### config.mk
export PLATFORM = sky130hd
export DESIGN_NAME = ctc_ram
export DESIGN_NICKNAME = d
export VERILOG_FILES = /design/src/ctc_ram.sv
export SDC_FILE = /design/constraint.sdc
export NUM_CORES = 1
export LEC_CHECK = 0
export BUFFER_PORTS_ARGS = -buffer_cell sky130_fd_sc_hd__buf_2
export CAP_MARGIN = 10
export CORE_MARGIN = 5
export CORE_UTILIZATION = 52
export CTS_CLUSTER_SIZE = 10
export DETAILED_ROUTE_END_ITERATION = 6
export GPL_TIMING_DRIVEN = 0
export PLACE_DENSITY_LB_ADDON = 0.3
export SYNTH_ARGS = -nofsm -noshare
export SYNTH_HDL_FRONTEND = slang
export SYNTH_SLANG_ARGS = --single-unit
### constraint.sdc
create_clock -name clk -period 2.4 [get_ports clk]
set_input_delay 0.6 -clock clk [delete_from_list [all_inputs] [get_ports clk]]
set_output_delay 0.6 -clock clk [all_outputs]
set_load 0.01 [all_outputs]
### src/ctc_ram.sv
module ctc_ram #(
    parameter int WIDTH = 8,
    parameter int DEPTH = 2
) (
    input  logic                     clk,
    input  logic                     we,
    input  logic [$clog2(DEPTH)-1:0] waddr,
    input  logic [WIDTH-1:0]         wdata,
    input  logic [$clog2(DEPTH)-1:0] raddr,
    output logic [WIDTH-1:0]         rdata
);

    logic [WIDTH-1:0] mem [DEPTH];

    always_ff @(posedge clk)
    begin
        if (we)
        begin
            mem[waddr] <= wdata;
        end
        rdata <= mem[raddr];
    end

endmodule
[Word level (Yosys, flattened, before mapping)]
Memories as Yosys holds them, arrays and structs flattened. A register that Yosys moved wholly into a read port is not among the register bits.
Cells that the tools add are included.
Storage, ports and cells
  register bits: 0
  RAM bits: 16
  memories kept: 1
Operators by class
  multiplexer cells: 2
Memory list
  mem: words 2, bits a word 8, read ports 1, clocked after memory_dff 1, wr ports 1, RTL line 13  | logic [WIDTH-1:0] mem [DEPTH];
Operator list (number)
  two-way mux 1 bit: 2

[Depth between registers and ports, before layout]
Gate-level depths: netlist of run 1.
  word-level depth: 2
  depth in mapped cells: 2

[Worst setup path before layout of run 1]
No wires, ideal clock.
  path type: input -> register
  from: in we
  to: mem mem[0][0], enable pin
  library setup time: 0.373 ns
  arrival time: 1.020 ns
  data required time: 2.027 ns
  slack: 1.007 ns
  cell stages on the path: 1
  cell sequence: nor2b_1
Between the ends
  word-level cells in the longest chain between the ends: 2
Ends and longest elaborated chain
  start, declared: RTL line 6  | input logic we,
  two-way mux 1 bit: RTL line 17  | if (we)
  two-way mux 1 bit (implied by the code): RTL line 19  | mem[waddr] <= wdata;
  end, declared: RTL line 13
Every way passes these cells.

[Worst setup path in the final report of run 1]
  from: reg rdata[2], read port of mem
  to: out rdata[2]
RTL lines
  start, declared: RTL line 10  | output logic [WIDTH-1:0] rdata
No word-level cell between the ends.

==> out/results.ini, run 1 <==
[logic_synthesis]
synth-edff-count=16
synth-simple-area-share_pct=1.59
ys_warn_count=0
async_flop_share_pct=0
synth_top_area_cell=edfxtp_1
synth-compound-area-share_pct=0
syn_avg_cell_area_sq_um=22.4
synth_seq_area_share_pct=81.7
synth_adder_area_share_pct=0
synth-xor-area-share_pct=0
synth_most_common_cell=edfxtp_1
synth_mux_area_share_pct=15.3
mappedNetlistArea_sq_um=785
syn_nets=47
yosys-top-cells-count=16 x edfxtp_1, 8 x dfxtp_1, 8 x mux2_4
yosysTopAreaCellShare_pct=61.2
ys_ff_latch=24
postSynthCellCount=35
synth_top_family_by_area=multiplexers
yosysUniqueCellTypes=6
synthTopCellsByArea=edfxtp_1 61%, dfxtp_1 20%, mux2_4 15%
ys.flop_type=edfxtp_1

[finish]
nFillCells=126
multi_input_area_sq_um=133
final_layout_size_suffix_gt1_share_pct=52.6
antenna_cells=0
fin_nets=70
area_delta_synth_final_pct=17.4
seq_area_sq_um=641

[worst_setup_path]
crit_family=flip-flops
cp_data_required_time_ns=1.80
crit_type=flop to output port
path_cells=buf_2
cp_slowest_cell=dfxtp_1
critPathBufInv=1
end_kind=output port
arrival_ns=0.76
critical_path.max_fanout=1
max_stage_delay_ns=0.33
start_kind=flop

[routing]
dr.pass1.iters=2
drtAntennaViolNets=0
wire_per_inst_um=13.7
vias=352
drt_iter0_markers=6
wirelength_um=999
drc=0
viasPerCell=4.82

[clocking]
hold_buffers=0
cts_root_buf=clkbuf_4
cts_tree=built
cts_resized=0
h-tree-depth=1
numCtsBuffers=3
post_cts_buffers=0
clock_latency_ns=0.31
cts_buffer_depth=2
clkTransAtPathRegs_ns=0.12
clock-sinks=24

[sta]
holdWs_ns=0.471
max-slew-margin-rel_pct=52.5
fin_setup_tns_ns=0
setup_viol=0
tightest_slew_ns=0.712
timing.final.crit_share_pct=56.6
clock_skew_ns=0.00402
final_hold_viol_count=0
drv_slew=0
postLayoutSetupSlackWorst_ns=1.04
rsz0062_at_grt=no
fmax_ghz=0.736
fin_crit_ns=1.36

[placed_design]
pre_cts_ws_ns=0.740
port_buffers=18
place_congestion=0.606

[status]
status=complete, no violations

[global_routing]
antenna_found_initial=0
grt_use_total_pct=9.42
grt_overflow_total=0
grt_pass1_vias=409
grt_max_degree=14
grt_pass1_wl_um=1640

[run]
drv_cap=0

[die]
boundaryPins=20
coreArea_sq_mm=0.00147
die-width_um=48.8
rows=14
die_h_um=48.8
design.die.area_sq_mm=0.00239
initial_core_util_pct=53.3

[hold_path]
hold_class=input port to flop

[power]
peakVddDrop_v=0.000437
power_w=0.000712
p_leak_nw=0.380
powerDensity_mw_per_mm2=773

## cells by family (layout without fill, tap and decap cells)
kind of cell  after synthesis  in the layout
flops                      24             24
simple gates                2              2
buf+inv                     1             23
mux                         8              8
## sequential cells by signal (all words and copies together) (netlist names)
signal and cells:
rdata 8, mem 16
## cell type report
| class | count | share of cell area, % |
|---|---|---|
| Sequential cell | 24 | 69.6 |
| Multi-Input combinational cell | 10 | 14.4 |
| Timing Repair Buffer | 18 | 9.78 |
| Clock buffer | 3 | 2.45 |
| Tap cell | 16 | 2.17 |
| Buffer | 1 | 1.22 |
| Clock inverter | 1 | 0.408 |
## cells in the final DEF, fill, tap and decap left out
| master | n |
|---|---|
| edfxtp_1 | 16 |
| clkinv_1 | 1 |
| buf_6 | 1 |
| and2_1 | 1 |
| clkbuf_4 | 3 |
| nor2b_1 | 1 |
| mux2_4 | 8 |
| buf_2 | 18 |
| dfxtp_1 | 8 |
## metal layers
metal  wire length (um)  share of wire (%)  track usage (%)
met4                  0                  0             6.73
met3                 80                8.0             3.36
met2                592                 59             17.2
met5                  0                  0                0
met1                326                 33             8.23
## stage by stage
step	util, %	cell area (sq um)	instances
final	62.6	921	73
after floorplan	-	785	35
after global routing	62.6	921	73
after CTS	62.6	921	73
after global placement	60.8	895	69
after detailed placement	60.8	895	69
## power breakdown
group / leakage [nW] / switching (W) / total (W) / internal [W]
sequential: 0.218 / 0.00000710 / 0.000480 / 0.000473
combinational: 0.147 / 0.0000259 / 0.0000600 / 0.0000341
clock: 0.0154 / 0.000111 / 0.000172 / 0.0000608
## worst paths after layout
kind                                start        end  slack (ns)  cells after the start
worst max-delay path             rdata[2]   rdata[2]        1.04                      1
worst min-delay path             wdata[4]  mem[1][4]        0.47                      1
worst max register to register  mem[0][1]   rdata[1]        1.63                      1
worst min register to register  mem[0][7]   rdata[7]        0.49                      1
(Power assumes the default switching activity.)
==> run 2, diff against run 1 <==
--- a/config.mk
+++ b/config.mk
@@ -5,10 +5,11 @@
 export SDC_FILE = /design/constraint.sdc
 export NUM_CORES = 1
 export LEC_CHECK = 0
+export ABC_AREA = 1
 export BUFFER_PORTS_ARGS = -buffer_cell sky130_fd_sc_hd__buf_2
 export CAP_MARGIN = 10
 export CORE_MARGIN = 5
-export CORE_UTILIZATION = 52
+export CORE_UTILIZATION = 48
 export CTS_CLUSTER_SIZE = 10
 export DETAILED_ROUTE_END_ITERATION = 6
 export GPL_TIMING_DRIVEN = 0
==> constraint.sdc (replaced) <==
create_clock -name clk -period 1.27 [get_ports clk]
set_input_delay 0.3175 -clock clk [delete_from_list [all_inputs] [get_ports clk]]
set_output_delay 0.3175 -clock clk [all_outputs]
set_load 0.01 [all_outputs]
==> run 2 against run 1 <==
Count of clock-buffer cells in the layout is 1 higher. Combinational power rose by 61%. Sequential power is 89% higher. Flip-flop and latch count stayed put. Core utilization decreased by 2.4 points. Global-route usage up 0.095 points. Sequential share of layout area is 1.1 points higher. Synthesized area is 3.0% lower. Highest routed layer unchanged.
==> out/results.ini, run 2 <==
[status]
status=complete, no violations  ; unchanged

[logic_synthesis]
syn_nets=66  ; was 47
yosysTopAreaCellShare_pct=63.2  ; was 61.2%
synth_adder_area_share_pct=0  ; unchanged
synth-xor-area-share_pct=0  ; unchanged
yosysUniqueCellTypes=7  ; was 6
synth_most_common_cell=nand2_1  ; was edfxtp_1
ys_ff_latch=24  ; unchanged
ys_warn_count=0  ; unchanged
async_flop_share_pct=0  ; unchanged
synth_seq_area_share_pct=84.2  ; was 81.7%
yosys-top-cells-count=25 x nand2_1, 16 x edfxtp_1, 8 x dfxtp_1  ; was 16 x edfxtp_1, 8 x dfxtp_1, 8 x mux2_4
mappedNetlistArea_sq_um=761  ; was 785 sq um
ys.flop_type=edfxtp_1  ; unchanged
synth-edff-count=16  ; unchanged
synthTopCellsByArea=edfxtp_1 63%, dfxtp_1 21%, nand2_1 12%  ; was edfxtp_1 61%, dfxtp_1 20%, mux2_4 15%
synth_mux_area_share_pct=0  ; was 15.3%
synth_top_area_cell=edfxtp_1  ; unchanged
synth-compound-area-share_pct=0  ; unchanged
postSynthCellCount=54  ; was 35
syn_avg_cell_area_sq_um=14.1  ; was 22.4 sq um
synth_top_family_by_area=simple AND/OR/NAND/NOR gates  ; was multiplexers
synth-simple-area-share_pct=12.8  ; was 1.59%

[routing]
drtAntennaViolNets=0  ; unchanged
drc=0  ; unchanged
drt_iter0_markers=2  ; was 6
wire_per_inst_um=11.3  ; was 13.7 um
dr.pass1.iters=4  ; was 2
viasPerCell=4.65  ; was 4.82
vias=428  ; was 352
wirelength_um=1040  ; was 999 um

[sta]
drv_slew=0  ; unchanged
clock_skew_ns=0.00198  ; was 0.00402 ns
rsz0062_at_grt=no  ; unchanged
tightest_slew_ns=0.639  ; was 0.712 ns
setup_viol=0  ; unchanged
final_hold_viol_count=0  ; unchanged
fmax_ghz=0.938
max-slew-margin-rel_pct=57.3  ; was 52.5%
timing.final.crit_share_pct=83.9
fin_crit_ns=1.07
fin_setup_tns_ns=0  ; unchanged

[global_routing]
grt_pass1_vias=429  ; was 409
grt_max_degree=14  ; unchanged
grt_pass1_wl_um=1760  ; was 1640 um
grt_use_total_pct=9.51  ; was 9.42%
grt_overflow_total=0  ; unchanged
antenna_found_initial=0  ; unchanged

[placed_design]
dp_hpwl_um=742
dpl_cell_area_sq_um=871  ; was 895 sq um
place_congestion=0.619  ; was 0.606
port_buffers=18  ; unchanged

[finish]
largest_register_ffs=16  ; unchanged
largest-register=mem  ; unchanged
layout_common_cells=25 x nand2_1, 18 x buf_2, 16 x edfxtp_1, 8 x dfxtp_1, 3 x clkbuf_4  ; was 18 x buf_2, 16 x edfxtp_1, 8 x mux2_4, 8 x dfxtp_1, 3 x clkbuf_4
layout_commonest_cell=nand2_1  ; was buf_2
nFillCells=123  ; was 126
fin_nets=89  ; was 70
area_delta_synth_final_pct=19.2  ; was 17.4%
final_area_sq_um=907  ; was 921 sq um
reg_top3=mem x16, rdata x8  ; unchanged
final_layout_size_suffix_gt1_share_pct=31.6  ; was 52.6%
antenna_cells=0  ; unchanged

[die]
initial_core_util_pct=50.5  ; was 53.3%
coreArea_sq_mm=0.00151  ; was 0.00147 sq mm
rows=14  ; unchanged
die_h_um=49.8  ; was 48.8 um
boundaryPins=20  ; unchanged
die-width_um=49.8  ; was 48.8 um
design.die.area_sq_mm=0.00248  ; was 0.00239 sq mm

[clocking]
clkTransAtPathRegs_ns=0.12  ; about the same
post_cts_buffers=0  ; unchanged
numCtsBuffers=3  ; unchanged
h-tree-depth=1  ; unchanged
cts_resized=0  ; unchanged
cts_root_buf=clkbuf_4  ; unchanged
cts_tree=built  ; unchanged
cts_buffer_depth=2  ; unchanged
clock_latency_ns=0.30  ; was 0.31 ns
hold_buffers=0  ; unchanged
clock-sinks=24  ; unchanged

[hold_path]
hold_depth=1  ; unchanged
hold_class=input port to flop  ; unchanged

[worst_setup_path]
cp_slowest_cell=dfxtp_1  ; unchanged
critical_path.max_fanout=1  ; unchanged
crit_type=flop to output port  ; unchanged
end_kind=output port  ; unchanged
cp_data_required_time_ns=0.95  ; was 1.80 ns
crit_family=flip-flops  ; unchanged
start_kind=flop  ; unchanged
reg2reg_depth=2  ; was 1
cp.depth=1  ; unchanged
path_cells=buf_2  ; unchanged
arrival_ns=0.75  ; was 0.76 ns
max_stage_delay_ns=0.33  ; about the same
critPathBufInv=1  ; unchanged

[power]
p_leak_nw=0.409  ; was 0.380 nW
powerDensity_mw_per_mm2=1520  ; was 773 mW/mm^2
peakVddDrop_v=0.000902  ; was 0.000437 V

[run]
drv_cap=0  ; unchanged

==> run 2: through the flow <==
step	instances	hold slack (ns)	utilization (%)	total power, W	worst slack (ns)
3_5_place_dp	88	0.425	57.8	0.00102	-0.0550
2_1_floorplan	54	0.412	-	0.000972	0.193
5_1_grt	92	0.176	60.2	0.00144	0.156
6_report	92	0.197	60.2	0.00138	0.204
3_3_place_gp	88	0.415	57.8	0.00102	-0.0609
4_1_cts	92	0.188	60.2	0.00139	0.196
==> run 2: cell families after synthesis <==
family                 after synthesis
buffers and inverters                4
DFF                                 24
and+or+nand+nor                     26
==> run 2: cell type report <==
class / count / area, sq um / area share, %
flip-flops and latches: 24 / 641 / 70.6
inverters: 3 / 11.3 / 1.24
well taps: 16 / 20.0 / 2.21
clock buffers: 4 / 36.3 / 4.00
repair buffers: 18 / 90.1 / 9.93
plain buffers: 1 / 11.3 / 1.24
multi-input cells: 26 / 97.6 / 10.8
==> run 2: path summary, 6_finish.rpt <==
path / start / endpoint / slack, ns
worst max-delay path: rdata[1] / rdata[1] / 0.20
worst min-delay path: wdata[7] / mem[0][7] / 0.20
worst max register to register: mem[1][1] / rdata[1] / 0.65
worst min register to register: mem[0][2] / rdata[2] / 0.45
==> run 2: report_power, final <==
group	total [W]	internal, W	leakage [nW]	switching [W]
combinational	0.0000965	0.0000402	0.170	0.0000564
clock	0.000378	0.000175	0.0210	0.000203
sequential	0.000906	0.000893	0.218	0.0000126
==> run 2: worst register-to-register path: stages, from the launching register on <==
cell      delay (ns)
edfxtp_1        0.40
nand2_1         0.08
nand2_1         0.05
==> run 2: metal layers <==
metal	track usage (%)	routed length [um]	vias to the layer above
met3	4.52	88	0
li1	-	-	219
met2	16.3	534	13
met1	9.77	413	196
met4	3.93	0	0
met5	0	0	-
